**src/hdl/trle_pkg.sv**
```systemverilog
// ============================================================================
// trle_pkg: shared types and constants for the tile RLE stream decoder
// Field widths, register indexes, decoder phase codes and the state and
// status records that pass between the decoder modules.
// ============================================================================
package trle_pkg;

    // Fixed field widths
    localparam int DATA_W    = 8;
    localparam int START_W   = 18;
    localparam int LEN_W     = 7;
    localparam int SKIP_W    = 3;
    localparam int CFG_W     = 9;
    localparam int CFG_IDX_W = 2;

    // Configuration register indexes
    localparam logic [CFG_IDX_W-1:0] REG_CAPACITY = 2'd0;
    localparam logic [CFG_IDX_W-1:0] REG_GROUP    = 2'd1;

    // Parameter defaults and register reset values
    localparam int MAX_TILES_DEF   = 256;
    localparam int TILE_BYTES_DEF  = 1024;
    localparam int CAP_TILES_RST   = 240;
    localparam int GROUP_TILES_RST = 60;

    // Skip lengths after an end-of-tile pixel
    localparam logic [SKIP_W-1:0] SKIP_SHORT = 3'd2;
    localparam logic [SKIP_W-1:0] SKIP_LONG  = 3'd4;

    // Decoder phases
    typedef enum logic [4:0] {
        PH_HEADER   = 5'b00001,
        PH_VALUE    = 5'b00010,
        PH_LITERAL  = 5'b00100,
        PH_TILE_END = 5'b01000,
        PH_SKIP     = 5'b10000
    } phase_t;

    // Decoder state apart from the position
    typedef struct packed {
        phase_t              phase;
        logic [LEN_W-1:0]    lit;
        logic [SKIP_W-1:0]   skip;
        logic                full;
    } dec_state_t;

    // One run record as produced by the decode step
    typedef struct packed {
        logic                emit;
        logic [DATA_W-1:0]   value;
        logic [LEN_W-1:0]    len;
        logic                tend;
    } run_t;

    // Status of the tile group tracker
    typedef struct packed {
        logic busy;
        logic hit;
    } grp_status_t;

endpackage

```
**src/hdl/trle_step.sv**
```systemverilog
// ============================================================================
// trle_step: decode step for one stream byte
// Combinational next-state logic: header parsing, run emission with
// clipping at capacity, and the skip sequence after an end-of-tile pixel.
// ============================================================================
module trle_step #(
    parameter int POS_W = 19
) (
    input  trle_pkg::dec_state_t              st,
    input  logic [trle_pkg::DATA_W-1:0]       data_byte,
    input  logic [POS_W-1:0]                  pos,
    input  logic [POS_W-1:0]                  cap,
    input  logic                              group_hit,
    output trle_pkg::dec_state_t              st_next,
    output logic [POS_W-1:0]                  pos_next,
    output trle_pkg::run_t                    run
);
    import trle_pkg::*;

    dec_state_t        st_dec;
    logic              emit;
    logic [LEN_W-1:0]  req_len;
    logic              tend;
    logic [POS_W-1:0]  room;
    logic [LEN_W-1:0]  len_clip;
    logic [SKIP_W-1:0] skip_dec;

    // Phase decode: choose the next phase and what run this byte makes.
    always_comb
    begin
        st_dec   = st;
        emit     = 1'b0;
        req_len  = LEN_W'(1);
        tend     = 1'b0;
        skip_dec = (st.skip != '0) ? st.skip - SKIP_W'(1) : '0;
        if (!st.full)
        begin
            case (st.phase)
                PH_HEADER:
                begin
                    st_dec.lit = data_byte[LEN_W-1:0];
                    if (data_byte[DATA_W-1])
                    begin
                        st_dec.phase = PH_VALUE;
                    end
                    else if (data_byte != '0)
                    begin
                        st_dec.phase = PH_LITERAL;
                    end
                    else
                    begin
                        st_dec.lit   = st.lit;
                        st_dec.phase = PH_TILE_END;
                    end
                end
                PH_VALUE:
                begin
                    emit         = (st.lit != '0);
                    req_len      = st.lit;
                    st_dec.lit   = '0;
                    st_dec.phase = PH_HEADER;
                end
                PH_LITERAL:
                begin
                    emit       = 1'b1;
                    st_dec.lit = st.lit - LEN_W'(1);
                    if (st.lit == LEN_W'(1))
                    begin
                        st_dec.phase = PH_HEADER;
                    end
                end
                PH_TILE_END:
                begin
                    emit         = 1'b1;
                    tend         = 1'b1;
                    st_dec.skip  = group_hit ? SKIP_LONG : SKIP_SHORT;
                    st_dec.phase = PH_SKIP;
                end
                PH_SKIP:
                begin
                    st_dec.skip = skip_dec;
                    if (skip_dec == '0)
                    begin
                        st_dec.phase = PH_HEADER;
                    end
                end
                default:
                begin
                    st_dec.phase = PH_HEADER;
                end
            endcase
        end
    end

    // Clip the run to the room left and advance the position.
    always_comb
    begin
        room     = (pos < cap) ? cap - pos : '0;
        len_clip = (POS_W'(req_len) > room) ? LEN_W'(room) : req_len;
        pos_next = emit ? pos + POS_W'(len_clip) : pos;
        st_next  = st_dec;
        if (emit && (pos_next >= cap))
        begin
            st_next.full = 1'b1;
        end
    end

    assign run.emit  = emit;
    assign run.value = data_byte;
    assign run.len   = len_clip;
    assign run.tend  = tend;

endmodule

```
**src/hdl/trle_group.sv**
```systemverilog
// ============================================================================
// trle_group: tile group tracker
// Keeps the tile index of the position modulo the group size, updated as
// the position moves, and rebuilt bit-serially after the group size changes.
// ============================================================================
module trle_group #(
    parameter int POS_W   = 19,
    parameter int TB_LOG2 = 10
) (
    input  logic                          clk,
    input  logic                          rst_n,
    input  logic                          grp_load,
    input  logic [trle_pkg::CFG_W-1:0]    grp,
    input  logic                          advance,
    input  logic [POS_W-1:0]              pos,
    input  logic [POS_W-1:0]              pos_next,
    output trle_pkg::grp_status_t         status
);
    import trle_pkg::*;

    localparam int TIDX_W = POS_W - TB_LOG2;
    localparam int BIDX_W = (TIDX_W > 1) ? $clog2(TIDX_W) : 1;

    logic [CFG_W-1:0]  mod_reg;
    logic [CFG_W-1:0]  mod_next;
    logic              busy_reg;
    logic              busy_next;
    logic [BIDX_W-1:0] bit_reg;
    logic [BIDX_W-1:0] bit_next;

    logic [TIDX_W-1:0] tile_cur;
    logic [TIDX_W-1:0] tile_nx;
    logic [1:0]        tile_step;
    logic [CFG_W:0]    grp_ext;
    logic [CFG_W:0]    mod_a;
    logic [CFG_W:0]    mod_b;
    logic [CFG_W:0]    mod_c;
    logic [CFG_W:0]    rem_sh;
    logic [CFG_W:0]    rem_red;

    assign tile_cur  = pos[POS_W-1:TB_LOG2];
    assign tile_nx   = pos_next[POS_W-1:TB_LOG2];
    assign tile_step = 2'(tile_nx - tile_cur);
    assign grp_ext   = {1'b0, grp};

    // Incremental update: a run crosses at most two tile boundaries.
    always_comb
    begin
        mod_a = {1'b0, mod_reg} + (CFG_W+1)'(tile_step);
        mod_b = (mod_a >= grp_ext) ? mod_a - grp_ext : mod_a;
        mod_c = (mod_b >= grp_ext) ? mod_b - grp_ext : mod_b;
    end

    // Restoring remainder step, one tile index bit per cycle.
    always_comb
    begin
        rem_sh  = {mod_reg, tile_cur[bit_reg]};
        rem_red = (rem_sh >= grp_ext) ? rem_sh - grp_ext : rem_sh;
    end

    // Tracker control: rebuild after a group write, otherwise follow the position.
    always_comb
    begin
        mod_next  = mod_reg;
        busy_next = busy_reg;
        bit_next  = bit_reg;
        if (grp_load)
        begin
            mod_next  = '0;
            busy_next = 1'b1;
            bit_next  = BIDX_W'(TIDX_W - 1);
        end
        else if (busy_reg)
        begin
            mod_next = CFG_W'(rem_red);
            bit_next = bit_reg - BIDX_W'(1);
            if (bit_reg == '0)
            begin
                busy_next = 1'b0;
            end
        end
        else if (advance)
        begin
            mod_next = CFG_W'(mod_c);
        end
    end

    always_ff @(posedge clk or negedge rst_n)
    begin
        if (!rst_n)
        begin
            mod_reg  <= '0;
            busy_reg <= 1'b0;
            bit_reg  <= '0;
        end
        else
        begin
            mod_reg  <= mod_next;
            busy_reg <= busy_next;
            bit_reg  <= bit_next;
        end
    end

    // The next byte lands on a group boundary when the low position bits are
    // all ones and the tile index is one short of a multiple of the group.
    assign status.busy = busy_reg;
    assign status.hit  = (&pos[TB_LOG2-1:0]) && (grp != '0)
                         && (mod_reg == grp - CFG_W'(1));

endmodule

```
**src/hdl/tile_rle_stream_decoder.sv**
```systemverilog
// ============================================================================
// tile_rle_stream_decoder: tile pixel run-length stream decoder
// Takes one compressed byte per transfer and produces at most one run record
// (start position, value, length, end-of-tile and full flags) per byte.
//
//   channel  direction  handshake              payload
//   in       input      in_valid / in_stall    data_byte
//   out      output     out_valid / out_stall  start_position, pixel_value,
//                                              run_length, tile_end, store_full
//   cfg      input      cfg_write              cfg_index, cfg_data
//
// One byte per cycle sustained while the output is not stalled and no group rebuild runs; a byte
// enters the input register, is decoded by one combinational pass and its run is then registered
// in the output register.
// A write to group_tiles rebuilds the tile-group remainder one bit per cycle;
// input is stalled while the rebuild runs.
// Reset is asynchronous and active low and clears all control state.
// A stalled output holds its record while the input register keeps taking a
// byte; the input stalls only when both registers are occupied or a rebuild runs.
// TILE_BYTES must be a power of two.
// ============================================================================
module tile_rle_stream_decoder #(
    parameter int MAX_TILES  = trle_pkg::MAX_TILES_DEF,
    parameter int TILE_BYTES = trle_pkg::TILE_BYTES_DEF
) (
    input  logic                              clk,
    input  logic                              rst_n,
    input  logic                              in_valid,
    output logic                              in_stall,
    input  logic [trle_pkg::DATA_W-1:0]       data_byte,
    output logic                              out_valid,
    input  logic                              out_stall,
    output logic [trle_pkg::START_W-1:0]      start_position,
    output logic [trle_pkg::DATA_W-1:0]       pixel_value,
    output logic [trle_pkg::LEN_W-1:0]        run_length,
    output logic                              tile_end,
    output logic                              store_full,
    input  logic                              cfg_write,
    input  logic [trle_pkg::CFG_IDX_W-1:0]    cfg_index,
    input  logic [trle_pkg::CFG_W-1:0]        cfg_data
);
    import trle_pkg::*;

    localparam int TB_LOG2 = $clog2(TILE_BYTES);
    localparam int POS_W   = $clog2(MAX_TILES * TILE_BYTES + 1);
    localparam int CT_W    = $clog2(MAX_TILES + 1);
    localparam int CapRstTiles = (CAP_TILES_RST > MAX_TILES) ? MAX_TILES : CAP_TILES_RST;
    localparam logic [POS_W-1:0] CapRst = POS_W'(CapRstTiles) << TB_LOG2;

    // Configuration registers
    logic [POS_W-1:0] cap_reg;
    logic [POS_W-1:0] cap_next;
    logic [CFG_W-1:0] grp_reg;
    logic [CT_W-1:0]  cap_tiles;
    logic             grp_load;

    // Input register
    logic              in_vld_reg;
    logic              in_vld_next;
    logic [DATA_W-1:0] in_byte_reg;

    // Decoder state
    dec_state_t       st_reg;
    dec_state_t       st_next;
    logic [POS_W-1:0] pos_reg;
    logic [POS_W-1:0] pos_next;
    run_t             run;
    grp_status_t      grp_status;
    logic             advance;

    // Output register
    logic               out_vld_reg;
    logic               out_vld_next;
    logic [START_W-1:0] out_start_reg;
    logic [DATA_W-1:0]  out_value_reg;
    logic [LEN_W-1:0]   out_len_reg;
    logic               out_tend_reg;
    logic               out_full_reg;

    // Capacity write: clamp the tile count into range and convert to bytes.
    always_comb
    begin
        if (cfg_data == '0)
        begin
            cap_tiles = CT_W'(1);
        end
        else if (32'(cfg_data) > 32'(MAX_TILES))
        begin
            cap_tiles = CT_W'(MAX_TILES);
        end
        else
        begin
            cap_tiles = CT_W'(cfg_data);
        end
        cap_next = cap_reg;
        if (cfg_write && (cfg_index == REG_CAPACITY))
        begin
            cap_next = POS_W'(cap_tiles) << TB_LOG2;
        end
    end

    assign grp_load = cfg_write && (cfg_index == REG_GROUP);

    always_ff @(posedge clk or negedge rst_n)
    begin
        if (!rst_n)
        begin
            cap_reg <= CapRst;
            grp_reg <= CFG_W'(GROUP_TILES_RST);
        end
        else
        begin
            cap_reg <= cap_next;
            if (grp_load)
            begin
                grp_reg <= cfg_data;
            end
        end
    end

    // Handshake: the input register moves on whenever the output can take a record and no group rebuild runs.
    assign advance     = in_vld_reg && !grp_status.busy && !(out_vld_reg && out_stall);
    assign in_stall    = grp_status.busy || (in_vld_reg && !advance);
    assign in_vld_next = (in_valid && !in_stall) ? 1'b1 : (advance ? 1'b0 : in_vld_reg);

    always_ff @(posedge clk or negedge rst_n)
    begin
        if (!rst_n)
        begin
            in_vld_reg <= 1'b0;
        end
        else
        begin
            in_vld_reg <= in_vld_next;
        end
    end

    always_ff @(posedge clk)
    begin
        if (in_valid && !in_stall)
        begin
            in_byte_reg <= data_byte;
        end
    end

    // Decode step for the byte in the input register
    trle_step #(
        .POS_W (POS_W)
    ) u_step (
        .st        (st_reg),
        .data_byte (in_byte_reg),
        .pos       (pos_reg),
        .cap       (cap_reg),
        .group_hit (grp_status.hit),
        .st_next   (st_next),
        .pos_next  (pos_next),
        .run       (run)
    );

    // Tile group remainder tracker
    trle_group #(
        .POS_W   (POS_W),
        .TB_LOG2 (TB_LOG2)
    ) u_group (
        .clk      (clk),
        .rst_n    (rst_n),
        .grp_load (grp_load),
        .grp      (grp_reg),
        .advance  (advance),
        .pos      (pos_reg),
        .pos_next (pos_next),
        .status   (grp_status)
    );

    // Decoder state registers
    always_ff @(posedge clk or negedge rst_n)
    begin
        if (!rst_n)
        begin
            st_reg.phase <= PH_HEADER;
            st_reg.lit   <= '0;
            st_reg.skip  <= '0;
            st_reg.full  <= 1'b0;
            pos_reg      <= '0;
        end
        else if (advance)
        begin
            st_reg  <= st_next;
            pos_reg <= pos_next;
        end
    end

    // Output register: load a run record, drop it once transferred.
    always_comb
    begin
        out_vld_next = out_vld_reg;
        if (advance && run.emit)
        begin
            out_vld_next = 1'b1;
        end
        else if (!out_stall)
        begin
            out_vld_next = 1'b0;
        end
    end

    always_ff @(posedge clk or negedge rst_n)
    begin
        if (!rst_n)
        begin
            out_vld_reg <= 1'b0;
        end
        else
        begin
            out_vld_reg <= out_vld_next;
        end
    end

    always_ff @(posedge clk)
    begin
        if (advance && run.emit)
        begin
            out_start_reg <= START_W'(pos_reg);
            out_value_reg <= run.value;
            out_len_reg   <= run.len;
            out_tend_reg  <= run.tend;
            out_full_reg  <= st_next.full;
        end
    end

    assign out_valid      = out_vld_reg;
    assign start_position = out_start_reg;
    assign pixel_value    = out_value_reg;
    assign run_length     = out_len_reg;
    assign tile_end       = out_tend_reg;
    assign store_full     = out_full_reg;

`ifndef SYNTHESIS
    // Once the store is full the position never moves again.
    a_full_freezes_pos: assert property (@(posedge clk) disable iff (!rst_n)
        st_reg.full |=> $stable(pos_reg))
        else $error("position changed after the store became full");

    // While the group remainder is rebuilt no byte may enter.
    a_busy_stalls: assert property (@(posedge clk) disable iff (!rst_n)
        grp_status.busy |-> in_stall)
        else $error("input not stalled during group remainder rebuild");

    // A run of length zero can only come in a record that marks the store full.
    a_len_nonzero: assert property (@(posedge clk) disable iff (!rst_n)
        (out_vld_reg && !out_full_reg) |-> (out_len_reg != '0))
        else $error("empty run record without full store");

    // An end-of-tile record carries a single pixel unless clipped at capacity.
    a_tend_single: assert property (@(posedge clk) disable iff (!rst_n)
        (out_vld_reg && out_tend_reg) |-> ((out_len_reg == LEN_W'(1)) || out_full_reg))
        else $error("end-of-tile record with a length other than one");
`endif

endmodule

```
**config.mk**
```make
export PLATFORM = sky130hd
export DESIGN_NAME = tile_rle_stream_decoder
export DESIGN_NICKNAME = d
export VERILOG_FILES = /design/src/hdl/trle_pkg.sv /design/src/hdl/trle_step.sv /design/src/hdl/trle_group.sv /design/src/hdl/tile_rle_stream_decoder.sv
export SDC_FILE = /design/constraint.sdc
export NUM_CORES = 1
export LEC_CHECK = 0
export ABC_CLOCK_PERIOD_IN_PS = 8900
export BUFFER_PORTS_ARGS = -buffer_cell sky130_fd_sc_hd__buf_2
export CORE_MARGIN = 5
export CORE_UTILIZATION = 30
export CTS_BUF_LIST = sky130_fd_sc_hd__clkbuf_2
export DETAILED_ROUTE_END_ITERATION = 7
export GPL_TIMING_DRIVEN = 0
export HOLD_SLACK_MARGIN = 0.15
export PLACE_DENSITY_LB_ADDON = 0.15
export SLEW_MARGIN = 20
export SYNTH_ARGS = -nofsm -noshare
export SYNTH_HDL_FRONTEND = slang
export SYNTH_SLANG_ARGS = --single-unit
```
**constraint.sdc**
```tcl
create_clock -name clk -period 8.9 [get_ports clk]
set_input_delay 1.335 -clock clk [delete_from_list [all_inputs] [get_ports clk]]
set_output_delay 1.335 -clock clk [all_outputs]
set_load 0.01 [all_outputs]
```
Yosys cells after proc, flatten, opt, wreduce, memory -nomap -nowiden
Index checks and enable logic that the tools add are counted.

word-level totals
  bits in registers = 112
  input port bits = 24
  word-level logic and storage cells = 123
  output and inout port bits = 37

operators by class
  add/sub/neg operators = 11
  reduce and logical (&&, ||, !) cells = 34
  bitwise gates (word level) = 1
  equality and inequality tests = 12
  multiplexer cells = 39
  $lt $le $gt $ge = 8

operators by type and width
  kind                number
  $mux 9              7
  $mux 19             2
  $mux 7              5
  $ge 10x9->1         3
  $pmux 7 s3          1
  $pmux 5 s4          1
  $add 19x7->19       1
  $ge 19x19->1        1
  $gt 7x19->1         1
  $lt 19x19->1        1
  $sub 19x19->19      1
  $sub 9x9->9         2
  $mux 5              3
  $mux 4              3
  $logic_and 1x1->1   11
  $mux 1              11
  $add 9x2->10        1
  $mux 10             1
  $reduce_and 10->1   1
  $sub 10x9->10       1
  $eq 9x9->1          1
  $gt 9x9->1 const B  1
  $logic_not 9->1     1
  $reduce_bool 3->1   3
  other kinds (32)    41

Logic depth before layout (Yosys ltp)
  depth after elaboration = 16
  gate-level depth with buffers = 53
  depth with buffers taken out = 50

Modules after synthesis
From an unflattened synthesis, not the netlist that was laid out.

unflattened totals
  cell total of the unflattened synthesis = 1,047
  area, all modules = 9,574.2 µm²

by module, submodules not included
  module                   cells an instance  area each (µm²)  seq. area each (µm²)  times used
  tile_rle_stream_decoder  191                3,469.6          2,678.8               1
  trle_step                497                3,323.2          0.0                   1
  trle_group               359                2,781.4          350.3                 1

Least setup slack after synthesis
No wires, ideal clock.

  path kind = reg-to-reg
  from = register pos_reg[4]
  to = register u_group.mod_reg[1]
  arrival = 9.825 ns
  data required time = 8.821 ns
  period minus slack after synthesis = 9.904 ns
  buffers on the path = 3
  cell stages (with the launch flop) = 49
  setup time = 0.079 ns
  path slack = -1.004 ns
  path through = dfrtp_1 -> or3_1 -> buf_6 -> nor4_4 -> a31oi_1 -> o211a_1 -> nor2_4 -> nand3_1 -> ha_1 -> and4_1 -> o21a_1 -> o31ai_1 -> nor4b_1 -> nand3_1 -> nor3_4 -> mux2i_1 -> ha_1 -> fa_1 -> [13 not listed] -> ha_1 -> and2_1 -> and3_1 -> o211ai_1 -> nand3b_1 -> nand2b_1 -> clkbuf_1 -> o21ai_0 -> ha_1 -> fa_1 -> nor2b_1 -> o31ai_1 -> a21oi_1 -> o221ai_1 -> nand4b_1 -> buf_2 -> mux2_2 -> o21bai_1

RTL lines
  what                      RTL line                        text
  start: declaration        tile_rle_stream_decoder.sv:65   logic [POS_W-1:0] pos_reg;
  start signal: assignment  tile_rle_stream_decoder.sv:189  pos_reg <= pos_next;
  end signal: assignment    trle_group.sv:98                mod_reg <= mod_next;
  end: declaration          trle_group.sv:24                logic [CFG_W-1:0] mod_reg;

==> flow_metrics.tcl <==
set metrics [dict create \
    insertion_delay_ps 670 \
    drive_gt1_share_pct 28.6 \
    synth.top_cell.area_share_pct 17.8 \
    ys_seq_area_share_pct 35.8 \
    synth_area_leaders "dfrtp_1, edfxtp_1, ha_1" \
    grt_antenna_before_repair 1 \
    synthToLayoutAreaGrowth_pct 26.7 \
    rows 61 \
    max-slew-margin-rel_pct 49.0 \
    pre_cts_slack_ps -2080 \
    largest_reg_flops 19 \
    final_nets 1178 \
    grt_usage_pct 15.5 \
    synth_edf_count 43 \
    vdd_drop_max_mv 0.349 \
    critPathLaunchType "flip-flop" \
    async_flop_share_pct 61.6 \
    postLayoutSetupSlackWorst_ps -901 \
    pwr-share-clk_pct 7.6 \
    drtPass1Iterations 5 \
    p_seq_share_pct 22.3 \
    crit_path_max_fanout 8 \
    die_height_um 178 \
    io_pins 61 \
    clk_path_buf_depth 2 \
    mappedNetlistArea_mm2 0.00845 \
    p_sw_share_pct 44.9 \
    initial_core_util_pct 30.4 \
    drc 0 \
    wl_per_cell_um 16.7 \
    power_frac_comb_pct 70.1 \
    leakage_nw 4.38 \
    fin_skew_ps 34.5 \
    period_share_pct 110 \
    grt_setup_unrepaired "true" \
    cpPeakStageDelay_ps 450 \
    synthCells 925 \
    dp_cells 1364 \
    hold_viol_final 0 \
    internal_power_mw 1.90 \
    vias 7253 \
    syn-num-nets 1024 \
    coreArea_mm2 0.0278 \
    finalWirelength_um 24400 \
    violations "setup timing" \
    status "finished, violations left" \
    globalplace.congestion 0.838 \
    cts.sinks 112 \
    cp-end-kind "flip-flop" \
    max_freq_mhz 102 \
    dp_hpwl_um 18200 \
    yosysUniqueCellTypes 77 \
    cp_slowest_cell "dfrtp_1" \
    port_buffers 59 \
    cts.htree.levels 3 \
    ant_nets 0 \
    ys_ff_latch 112 \
    cpMostUsedCell "ha_4" \
    synthFlopType "dfrtp_1" \
    grt_pass1_vias 7128 \
    power.switching_mw 1.55 \
    yosysTopAreaCell "dfrtp_1" \
    n_fill_cell 2881 \
    cts_made_buffers 9 \
    cts_root_buffer "clkbuf_2" \
    via_per_inst 4.96 \
    critical_path_class "flip-flop to flip-flop" \
    avgSynthCellArea_um2 9.14 \
    die_width_um 178 \
    setup_viol 9 \
    yosysMostFrequentCell "nand2_1" \
    synth_common_cells "nand2_1, nor2_1, o21ai_0" \
    holdBufCountCts 0 \
    hold_path_class "flip-flop to flip-flop" \
    placed_cell_area_mm2 0.00939 \
    yosys_warnings 0 \
    path_clk_slew_ps 320 \
    grt_pass1_wl_um 38800 \
    finalMaxSlewViolations 0 \
    period_minus_slack_ps 9800 \
    final_area_mm2 0.0107 \
    drt_iter0_markers 321 \
    grt-ovfl-total 0 \
    final_cells 1463 \
    max-cap-violations 0 \
    critPathRequiredTime_ps 9480 \
    die_area_mm2 0.0316 \
    max_slew.worst_pin.slew_ps 759 \
    tritoncts "done" \
    power_density_mw_per_mm2 322 \
    crit_arrival_ps 10390 \
    grt_max_degree 37 \
]
==> cells by family after synthesis <==
group           share of synthesized area [%]
compound gates                           16.6
xor+xnor                                 7.15
fa+ha+maj                                11.5
buf+inv                                  3.98
flops                                    35.8
mux                                      4.59
simple gates                             20.3
==> power by group through the flow <==
stage	Clock, mW	Sequential (mW)	Combinational [mW]
after CTS	0.273	0.765	2.30
final	0.262	0.767	2.42
after global routing	0.291	0.783	2.68
after global placement	0	0.781	1.88
after floorplan	0	0.748	1.47
after detailed placement	0	0.782	1.88
==> worst paths after layout <==
check | startpoint | slack, ps | cells past startpoint | end
min | pos_reg[7]$_DFFE_PN0P_ | 500 | 0 | start_position[7]$_DFFE_PP_
max in group asynchronous | rst_n | 7650 | 2 | grp_reg[2]$_DFFE_PN1P_
max reg2reg | pos_reg[9]$_DFFE_PN0P_ | -900 | 50 | u_group.mod_reg[8]$_DFFE_PN0P_
max | pos_reg[9]$_DFFE_PN0P_ | -900 | 50 | u_group.mod_reg[8]$_DFFE_PN0P_
min in group asynchronous | rst_n | 580 | 1 | pos_reg[1]$_DFFE_PN0P_
min reg2reg | pos_reg[7]$_DFFE_PN0P_ | 500 | 0 | start_position[7]$_DFFE_PP_
==> through the flow <==
step / utilization [%] / power (mW) / hold WS (ps) / TNS, ps
after floorplan: - / 2.21 / 420 / -1710
after global placement: 33.6 / 2.66 / 433 / -18890
after detailed placement: 33.8 / 2.66 / 438 / -18160
after CTS: 37.3 / 3.33 / 499 / -9330
after global routing: 38.6 / 3.75 / 508 / -12900
final: 38.6 / 3.45 / 503 / -7650
==> area by class of cell <==
class,count,area (um2),area share (%)
diodes,1,2.50,0.0234
clock buffers,10,50.0,0.467
repair buffers,146,1020,9.48
flip-flops and latches,112,3050,28.4
inverters,62,236,2.21
multi-input cells,727,5720,53.4
well taps,378,473,4.41
clock inverters,6,77.6,0.724
plain buffers,21,91.3,0.853
==> layout by cell type (no fill, tap or decap), types with 17 or more instances in the layout <==
master     n
buf_2     62
buf_4     80
xnor2_1   49
edfxtp_1  43
a21oi_1   32
nand2_1   88
o21ai_0   63
inv_1     57
nor3_1    21
dfrtp_1   47
nand3_1   22
ha_1      51
ha_4      17
nor2_1    69
==> critical path: cells and delay by family (launching register included) <==
family / cells / cell delay (ps)
DFF: 1 / 450
muxes: 2 / 470
xor gates and xnor gates: 3 / 590
AOI/OAI and AO/OA: 13 / 1980
buffers and inverters: 6 / 900
adders and majority gates: 8 / 1770
and+or+nand+nor: 18 / 3550
==> metal layers <==
layer / up-vias / global-route usage (%) / routed length (um)
met5: - / 0 / 0
met4: 0 / 4.51 / 473
met3: 33 / 1.64 / 669
met2: 110 / 26.6 / 12000
met1: 3465 / 20.7 / 11300
li1: 3645 / - / -
==> timing repair <==
| item | 4_1_cts | 5_1_grt |
|---|---|---|
| cloned | 1 | 0 |
| buffers inserted | 60 | 24 |
| resized for setup | 73 | 35 |
| setup endpoints to repair | 9 | 9 |
| pin swaps | 50 | 43 |
(Power assumes the default switching activity.)
